[src/rtl/assert_macros.svh]
// Assertion helpers shared by the RTL files.
`ifndef ASSERT_MACROS_SVH
`define ASSERT_MACROS_SVH

// Check a property on every rising edge of i_clk, skipped while in reset.
`define ASSERT_CLK(lbl, prop, msg) \
    lbl: assert property (@(posedge i_clk) disable iff (!i_rst_n) prop) else $error(msg);

// Check that an event is followed in the next cycle by a condition.
`define ASSERT_NEXT(lbl, cause, effect, msg) \
    lbl: assert property (@(posedge i_clk) disable iff (!i_rst_n) \
        (cause) |=> (effect)) else $error(msg);

`endif

[src/rtl/cpp_pkg.sv]
`timescale 1ns / 1ps

package cpp_pkg;

    localparam int MAX_CHARS = 100;
    localparam int VALUE_MAX = 65535;
    localparam int TBL_DEPTH = 128;
    localparam int TBL_AW    = $clog2(TBL_DEPTH);
    localparam int DEC_BASE  = 10;

    localparam logic [7:0] CHAR_ZERO = 8'h30;
    localparam logic [7:0] CHAR_NINE = 8'h39;
    localparam logic [7:0] CHAR_SEMI = 8'h3B;

    typedef enum logic [1:0] {
        CMD_CLEAR = 2'd0,
        CMD_CHAR  = 2'd1,
        CMD_QUERY = 2'd2
    } t_cmd;

    typedef struct packed {
        t_cmd        cmd;
        logic [7:0]  ch;
        logic [6:0]  idx;
        logic [15:0] dflt;
    } t_item;

    typedef struct packed {
        logic              en;
        logic [TBL_AW-1:0] addr;
        logic [15:0]       data;
    } t_wr_req;

endpackage

[src/rtl/cpp_table.sv]
`timescale 1ns / 1ps

module cpp_table (
    input  logic                   i_clk,
    input  cpp_pkg::t_wr_req       i_wr,
    input  logic                   i_rd_en,
    input  logic [6:0]             i_rd_idx,
    output logic [15:0]            o_rd_data
);

    logic [15:0]               r_mem [cpp_pkg::TBL_DEPTH];
    logic [15:0]               r_rd_data;
    logic [cpp_pkg::TBL_AW-1:0] w_rd_addr;

    assign w_rd_addr = i_rd_idx[cpp_pkg::TBL_AW-1:0];
    assign o_rd_data = r_rd_data;

    always_ff @(posedge i_clk) begin
        if (i_wr.en) begin
            r_mem[i_wr.addr] <= i_wr.data;
        end
    end

    // forward a write landing on the same edge as the read
    always_ff @(posedge i_clk) begin
        if (i_rd_en) begin
            if (i_wr.en && i_wr.addr == w_rd_addr) begin
                r_rd_data <= i_wr.data;
            end else begin
                r_rd_data <= r_mem[w_rd_addr];
            end
        end
    end

endmodule

[src/rtl/cpp_seg.sv]
`timescale 1ns / 1ps
`include "assert_macros.svh"

module cpp_seg (
    input  logic              i_clk,
    input  logic              i_rst_n,
    input  logic              i_adv,
    input  cpp_pkg::t_item    i_item,
    input  logic [15:0]       i_rd_data,
    output cpp_pkg::t_wr_req  o_wr,
    output logic [15:0]       o_value,
    output logic [7:0]        o_count
);

    logic [6:0]  r_closed, n_closed;
    logic [15:0] r_acc, n_acc;
    logic        r_has_dig, n_has_dig;
    logic        r_ovf, n_ovf;
    logic [6:0]  r_chars, n_chars;

    logic        w_digit, w_semi, w_take;
    logic [7:0]  w_off;
    logic [19:0] w_next;
    logic [15:0] w_open, w_val;

    assign w_digit = i_item.ch >= cpp_pkg::CHAR_ZERO && i_item.ch <= cpp_pkg::CHAR_NINE;
    assign w_semi  = i_item.ch == cpp_pkg::CHAR_SEMI;
    assign w_off   = i_item.ch - cpp_pkg::CHAR_ZERO;
    assign w_next  = 20'(r_acc) * 20'(cpp_pkg::DEC_BASE) + 20'(w_off[3:0]);
    assign w_open  = (!r_has_dig || r_ovf) ? 16'd0 : r_acc;
    assign w_take  = i_adv && i_item.cmd == cpp_pkg::CMD_CHAR && (w_digit || w_semi)
                     && r_chars < 7'(cpp_pkg::MAX_CHARS);

    assign o_wr.en   = w_take && w_semi && int'(r_closed) < cpp_pkg::TBL_DEPTH;
    assign o_wr.addr = r_closed[cpp_pkg::TBL_AW-1:0];
    assign o_wr.data = w_open;

    always_comb begin
        w_val = 16'd0;
        if (i_item.idx < r_closed) begin
            if (int'(i_item.idx) < cpp_pkg::TBL_DEPTH) begin
                w_val = i_rd_data;
            end
        end else if (i_item.idx == r_closed) begin
            w_val = w_open;
        end
    end

    assign o_value = (w_val == 16'd0) ? i_item.dflt : w_val;
    assign o_count = 8'(r_closed) + 8'd1;

    always_comb begin
        n_closed  = r_closed;
        n_acc     = r_acc;
        n_has_dig = r_has_dig;
        n_ovf     = r_ovf;
        n_chars   = r_chars;
        if (i_adv && i_item.cmd == cpp_pkg::CMD_CLEAR) begin
            n_closed  = 7'd0;
            n_acc     = 16'd0;
            n_has_dig = 1'b0;
            n_ovf     = 1'b0;
            n_chars   = 7'd0;
        end else if (w_take) begin
            n_chars = r_chars + 7'd1;
            if (w_digit) begin
                n_has_dig = 1'b1;
                if (r_ovf || w_next > 20'(cpp_pkg::VALUE_MAX)) begin
                    n_ovf = 1'b1;
                end else begin
                    n_acc = w_next[15:0];
                end
            end else begin
                if (r_closed != 7'h7F) begin
                    n_closed = r_closed + 7'd1;
                end
                n_acc     = 16'd0;
                n_has_dig = 1'b0;
                n_ovf     = 1'b0;
            end
        end
    end

    always_ff @(posedge i_clk) begin
        if (!i_rst_n) begin
            r_closed  <= 7'd0;
            r_acc     <= 16'd0;
            r_has_dig <= 1'b0;
            r_ovf     <= 1'b0;
            r_chars   <= 7'd0;
        end else begin
            r_closed  <= n_closed;
            r_acc     <= n_acc;
            r_has_dig <= n_has_dig;
            r_ovf     <= n_ovf;
            r_chars   <= n_chars;
        end
    end

    `ASSERT_CLK(a_chars_cap, r_chars <= 7'(cpp_pkg::MAX_CHARS), "character count past limit")
    `ASSERT_CLK(a_ovf_digits, r_ovf |-> r_has_dig, "overflow flag without digits")
    `ASSERT_NEXT(a_clear, i_adv && i_item.cmd == cpp_pkg::CMD_CLEAR,
        r_closed == 7'd0 && r_chars == 7'd0 && r_acc == 16'd0, "clear left state behind")

endmodule

[src/rtl/csi_parameter_parser_core.sv]
`timescale 1ns / 1ps
`include "assert_macros.svh"

// Channel | Dir | Handshake           | Payload
// s       | in  | i_s_tvalid/o_s_tready | tuser: command; tdata: character, index, default
// m       | out | o_m_tvalid/i_m_tready | tdata: value, count
//
// One beat per cycle sustained in both directions while no held result blocks a query; a query
// result is valid on the master side after its beat passes the input register, then the result register.
// The parameter table read is registered off the input beat; a table write
// from the preceding beat is forwarded into that read.
// i_rst_n is synchronous, active low; it clears the segment state, not the table.
// A held result stalls a query that reaches it and every beat behind that query; other beats keep flowing.

module csi_parameter_parser_core (
    input  logic        i_clk,
    input  logic        i_rst_n,
    input  logic        i_s_tvalid,
    output logic        o_s_tready,
    input  logic [31:0] i_s_tdata,   // [7:0] character, [14:8] index, [30:15] default_value
    input  logic [1:0]  i_s_tuser,   // [1:0] command
    output logic        o_m_tvalid,
    input  logic        i_m_tready,
    output logic [23:0] o_m_tdata    // [15:0] value, [23:16] count
);

    cpp_pkg::t_item   r_item;
    logic             r_s1_valid;
    logic             r_o_valid;
    logic [15:0]      r_o_value;
    logic [7:0]       r_o_count;

    logic             w_acc, w_adv, w_query;
    logic [15:0]      w_rd_data, w_value;
    logic [7:0]       w_count;
    cpp_pkg::t_wr_req w_wr;

    assign w_query    = r_item.cmd == cpp_pkg::CMD_QUERY;
    assign w_adv      = r_s1_valid && (!w_query || !r_o_valid || i_m_tready);
    assign o_s_tready = !r_s1_valid || w_adv;
    assign w_acc      = i_s_tvalid && o_s_tready;

    assign o_m_tvalid = r_o_valid;
    assign o_m_tdata  = {r_o_count, r_o_value};

    cpp_table u_table (
        .i_clk     (i_clk),
        .i_wr      (w_wr),
        .i_rd_en   (w_acc),
        .i_rd_idx  (i_s_tdata[14:8]),
        .o_rd_data (w_rd_data)
    );

    cpp_seg u_seg (
        .i_clk     (i_clk),
        .i_rst_n   (i_rst_n),
        .i_adv     (w_adv),
        .i_item    (r_item),
        .i_rd_data (w_rd_data),
        .o_wr      (w_wr),
        .o_value   (w_value),
        .o_count   (w_count)
    );

    always_ff @(posedge i_clk) begin
        if (w_acc) begin
            r_item.cmd  <= cpp_pkg::t_cmd'(i_s_tuser);
            r_item.ch   <= i_s_tdata[7:0];
            r_item.idx  <= i_s_tdata[14:8];
            r_item.dflt <= i_s_tdata[30:15];
        end
        if (w_adv && w_query) begin
            r_o_value <= w_value;
            r_o_count <= w_count;
        end
    end

    always_ff @(posedge i_clk) begin
        if (!i_rst_n) begin
            r_s1_valid <= 1'b0;
            r_o_valid  <= 1'b0;
        end else begin
            if (w_acc) begin
                r_s1_valid <= 1'b1;
            end else if (w_adv) begin
                r_s1_valid <= 1'b0;
            end
            if (w_adv && w_query) begin
                r_o_valid <= 1'b1;
            end else if (i_m_tready) begin
                r_o_valid <= 1'b0;
            end
        end
    end

    `ASSERT_CLK(a_stall_cause, !o_s_tready |-> r_s1_valid && r_o_valid && !i_m_tready && w_query,
        "input stalled without a blocked query")
    `ASSERT_CLK(a_count_nonzero, r_o_valid |-> r_o_count != 8'd0, "result count is zero")
    `ASSERT_NEXT(a_result_load, w_adv && w_query, r_o_valid, "query result not registered")

endmodule
[config.mk]
export PLATFORM = sky130hd
export DESIGN_NAME = csi_parameter_parser_core
export DESIGN_NICKNAME = d
export VERILOG_FILES = /design/src/rtl/cpp_pkg.sv /design/src/rtl/cpp_table.sv /design/src/rtl/cpp_seg.sv /design/src/rtl/csi_parameter_parser_core.sv
export VERILOG_INCLUDE_DIRS = /design/src /design/src/rtl
export SDC_FILE = /design/constraint.sdc
export NUM_CORES = 2
export LEC_CHECK = 0
export BUFFER_PORTS_ARGS = -buffer_cell sky130_fd_sc_hd__buf_2
export CAP_MARGIN = 0
export CORE_ASPECT_RATIO = 0.9
export CORE_MARGIN = 1.5
export CORE_UTILIZATION = 57
export CTS_BUF_LIST = sky130_fd_sc_hd__clkbuf_16
export DETAILED_ROUTE_END_ITERATION = 10
export PLACE_DENSITY = 0.8
export REMOVE_ABC_BUFFERS = 1
export SLEW_MARGIN = 10
export SYNTH_ARGS = -nofsm -noshare
export SYNTH_HDL_FRONTEND = slang
export SYNTH_SLANG_ARGS = --single-unit
[constraint.sdc]
create_clock -name i_clk -period 3.86 [get_ports i_clk]
set_input_delay 0.193 -clock i_clk [delete_from_list [all_inputs] [get_ports i_clk]]
set_output_delay 0.193 -clock i_clk [all_outputs]
set_load 0.01 [all_outputs]
==> reports/qor.csv <==
stage,metric,value,unit
route,wl_per_cell,37.3,um
power_and_ir_drop,pwr-share-seq,54.7,%
power_and_ir_drop,p_clk_share,43.1,%
critical_path,crit_arrival,4.47,ns
global_route,grt_pass1_wl,329000,um
logic_synthesis,synthAdderAreaFrac,0.641,%
clocking,htreeDepth,4,
logic_synthesis,synth_edf_count,2121,
outcome,outcome,"complete, no violations",
timing,slew_headroom,17.1,%
critical_path,crit_chain,ha_1 -> ha_1 -> o211ai_1 -> o21a_4 -> xnor2_2 -> nand3_2 -> nor4_4 -> o2111ai_2 -> a2111oi_4 -> buf_4 -> nor3_4 -> buf_12 -> o2bb2ai_2,
floorplan,row_count,133,
power_and_ir_drop,power.total,46.4,mW
critical_path,end_kind,flip-flop,
final_layout,fillers,8529,
worst_hold_path,worstHoldPathType,primary input to flip-flop,
global_route,first_global_vias,43512,
critical_path,crit_type,flip-flop to flip-flop,
logic_synthesis,yosysMostFrequentCell,edfxtp_1,
logic_synthesis,synth_area_leader_cell,edfxtp_1,
placement,numPlacedInstances,5782,
critical_path,cp_slowest_stage_delay,0.52,ns
route,drt-initial-drc-count,7802,
clocking,clock_latency,0.85,ns
logic_synthesis,synth.area.mux_share,18.2,%
route,viasPerCell,7.14,
route,ant_nets,0,
logic_synthesis,syn_avg_cell_area,23.0,um2
power_and_ir_drop,vdd_drop_max,0.410,mV
clocking,clock_path_buffers,3,
timing,clock.fmax,263,MHz
logic_synthesis,synth_top_area_share,75.5,%
floorplan,core,146000,um2
global_route,grt_overflow,0,
timing,clock_skew,0.0587,ns
power_and_ir_drop,switching_power,9.56,mW
clocking,root_buffer,clkbuf_16,
route,vias,44306,
final_layout,seqCellArea,64400,um2
final_layout,fin_cells,6206,
logic_synthesis,synth-compound-area-share,1.35,%
global_route,antenna_found_initial,28,
global_route,track_usage,31.1,%
power_and_ir_drop,sw_frac_of_total,20.6,%
logic_synthesis,seq_area_frac_synth,76.3,%
timing,final-max-slew-violation-count,0,
placement,place.gp.congestion,0.870,
logic_synthesis,synthFlopType,edfxtp_1,
route,route.detailed.drc,0,
power_and_ir_drop,p_int,36.8,mW
power_and_ir_drop,powerDensity,482,nW/um2
floorplan,die-area,150000,um2
timing,hold_viol,0,
critical_path,crit_path_frequent_cell,ha_1,
logic_synthesis,syn_area,84300,um2
logic_synthesis,synth-seq-cells,2155,
logic_synthesis,async_flop_share,0,%
final_layout,final_nets,4148,
power_and_ir_drop,leakagePower,28.1,nW
clocking,clk_pin_slew_worst_paths,0.07,ns
job,drv_cap,0,
floorplan,io_pins,64,
critical_path,worst-path-max-fanout,12,
logic_synthesis,synthCells,3673,
placement,port_buffers,62,
timing,setup_viol,0,
logic_synthesis,synthXorXnorAreaFrac,0.395,%
placement,dp_hpwl,125000,um
clocking,cts.sinks,2155,
clocking,cts_tree,yes,
power_and_ir_drop,combinationalPowerShare,2.2,%
global_route,grt_max_degree,90,
floorplan,initial_utilization,57.6,%
timing,fin_crit,3.80,ns
critical_path,startpoint_type,flip-flop,
route,wl,232000,um
logic_synthesis,synth-simple-area-share,1.92,%
route,drt_first_pass_iters,8,
logic_synthesis,synth_top_family_by_area,multiplexers,
floorplan,die_w,408,um
final_layout,drive_above_1_share,33.0,%
critical_path,cp.required,4.53,ns
logic_synthesis,synth_common_cells,"2121 x edfxtp_1, 668 x mux4_2, 193 x nor2_1",
clocking,cts_inserted_buffers,202,
logic_synthesis,ys_types,68,
logic_synthesis,synth_area_leaders,"edfxtp_1 76%, mux4_2 18%, nor2_1 0.86%",
critical_path,regToRegSetupSlack,0.06,ns
final_layout,multi_input_area,19100,um2
final_layout,syn_to_final_growth,13.9,%
timing,min_period_over_period,98.5,%
logic_synthesis,yosysWarningCount,0,
timing,worst_pin_slew,1.24,ns
floorplan,die_h,368,um
critical_path,slowest_stage,a2111oi_4,
[worst paths after layout]
kind,start,to,cells past startpoint
min,i_s_tdata[26],r_item[11]$_DFFE_PP_,2
min reg2reg,u_seg.r_chars[6]$_SDFFE_PP0P_,u_seg.r_chars[6]$_SDFFE_PP0P_,2
max,u_seg.r_acc[5]$_SDFFE_PP0P_,u_seg.r_acc[15]$_SDFFE_PP0P_,13
max reg2reg,u_seg.r_acc[5]$_SDFFE_PP0P_,u_seg.r_acc[15]$_SDFFE_PP0P_,13
[worst max-delay path, delay by kind of cell, from the launching register on]
family	cells	cell delay, ns
AOI/OAI and AO/OA	5	1.35
xor gates and xnor gates	1	0.27
adders and majority gates	2	0.72
buffers and inverters	2	0.36
DFF	1	0.41
and+or+nand+nor	3	0.53
[metrics by stage]
| stage | setup TNS (ns) | util (%) | hold WS, ns | setup WS [ns] | cell area, um2 |
|---|---|---|---|---|---|
| finish | 0 | 65.6 | 0.0853 | 0.0572 | 96100 |
| global route | -0.357 | 65.6 | 0.0834 | -0.0631 | 96100 |
| CTS | 0 | 65.5 | 0.0402 | 0.0186 | 95900 |
| detailed placement | -1.54 | 60.7 | 0.371 | -0.204 | 88900 |
| global placement | -0.563 | 60.7 | 0.369 | -0.0817 | 88900 |
| floorplan | -0.870 | - | 0.292 | -0.0803 | 83500 |
[power by group through the flow]
stage | registers [mW] | clock network (mW) | logic [mW]
after CTS | 25.4 | 20.0 | 1.01
final | 25.4 | 20.0 | 1.01
after global routing | 25.3 | 20.9 | 1.05
after global placement | 25.9 | 0 | 0.954
after detailed placement | 25.9 | 0 | 0.963
after floorplan | 25.9 | 0 | 0.363
[metal layers]
layer / vias to the layer above / global-route usage (%) / share of wire [%]
li1: 16391 / - / -
met1: 23108 / 42.8 / 34
met2: 4070 / 47.6 / 47
met3: 697 / 9.01 / 14
met4: 40 / 12.2 / 4.5
met5: - / 0 / 0.13
[state kept, by name (all words and copies together), names as in the netlist]
name / cells
o_m_tvalid: 1
r_item: 33
r_o_count: 8
r_o_value: 16
r_s1_valid: 1
u_seg.r_acc: 16
u_seg.r_chars: 7
u_seg.r_closed: 7
u_seg.r_has_dig: 1
u_seg.r_ovf: 1
u_table.o_rd_data: 16
u_table.r_mem: 2048
[kinds of logic after synthesis]
kind of cell               count (synthesis)
xor gates and xnor gates                  38
DFF                                     2155
and+or+nand+nor                          362
adders and majority gates                 42
muxes                                    693
AOI/OAI and AO/OA                        148
buffers and inverters                    235
[placed cells by master (no fill, tap or decap), types with 7 or more instances in the layout]
| master | Yosys | routed |
|---|---|---|
| a21o_1 | 9 | 9 |
| nand2_1 | 69 | 69 |
| mux4_2 | 668 | 668 |
| inv_4 | 0 | 16 |
| o22ai_1 | 17 | 17 |
| xor2_1 | 18 | 16 |
| dfxtp_1 | 34 | 32 |
| nor4_1 | 10 | 9 |
| inv_1 | 45 | 75 |
| bufinv_16 | 0 | 20 |
| edfxtp_1 | 2121 | 2121 |
| o2bb2ai_2 | 10 | 11 |
| inv_6 | 0 | 7 |
| xnor2_1 | 20 | 18 |
| clkinv_1 | 0 | 38 |
| nand2b_1 | 7 | 7 |
| and3_1 | 7 | 7 |
| nor2_1 | 193 | 193 |
| o21ai_1 | 25 | 25 |
| clkinv_2 | 0 | 44 |
| mux2_2 | 17 | 17 |
| nor3_1 | 9 | 8 |
| buf_4 | 10 | 244 |
| mux2i_1 | 8 | 8 |
| buf_2 | 50 | 57 |
| clkinvlp_4 | 0 | 10 |
| dlygate4sd3_1 | 0 | 32 |
| buf_12 | 0 | 41 |
| a21oi_1 | 18 | 17 |
| nand3_1 | 28 | 26 |
| ha_1 | 40 | 35 |
| o21a_1 | 28 | 27 |
| diode_2 | 0 | 7 |
| nand4_1 | 10 | 10 |
| clkbuf_16 | 0 | 205 |
[what timing repair did]
action	CTS	global route
endpoints found under the setup margin	12	17
hold buffers	32	0
hold endpoints to repair	44	0
resized for setup	9	28
setup buffers	3	5
pin swaps	2	16
[layout make-up]
type | count | area share, %
clock buffer | 205 | 5.34
inverter | 45 | 0.217
sequential | 2155 | 67.0
timing repair buffer | 381 | 3.48
tap | 1957 | 2.55
antenna | 7 | 0.0182
multi-input combinational | 1283 | 19.9
clock inverter | 173 | 1.49
Power figures use the tool's default switching activity.
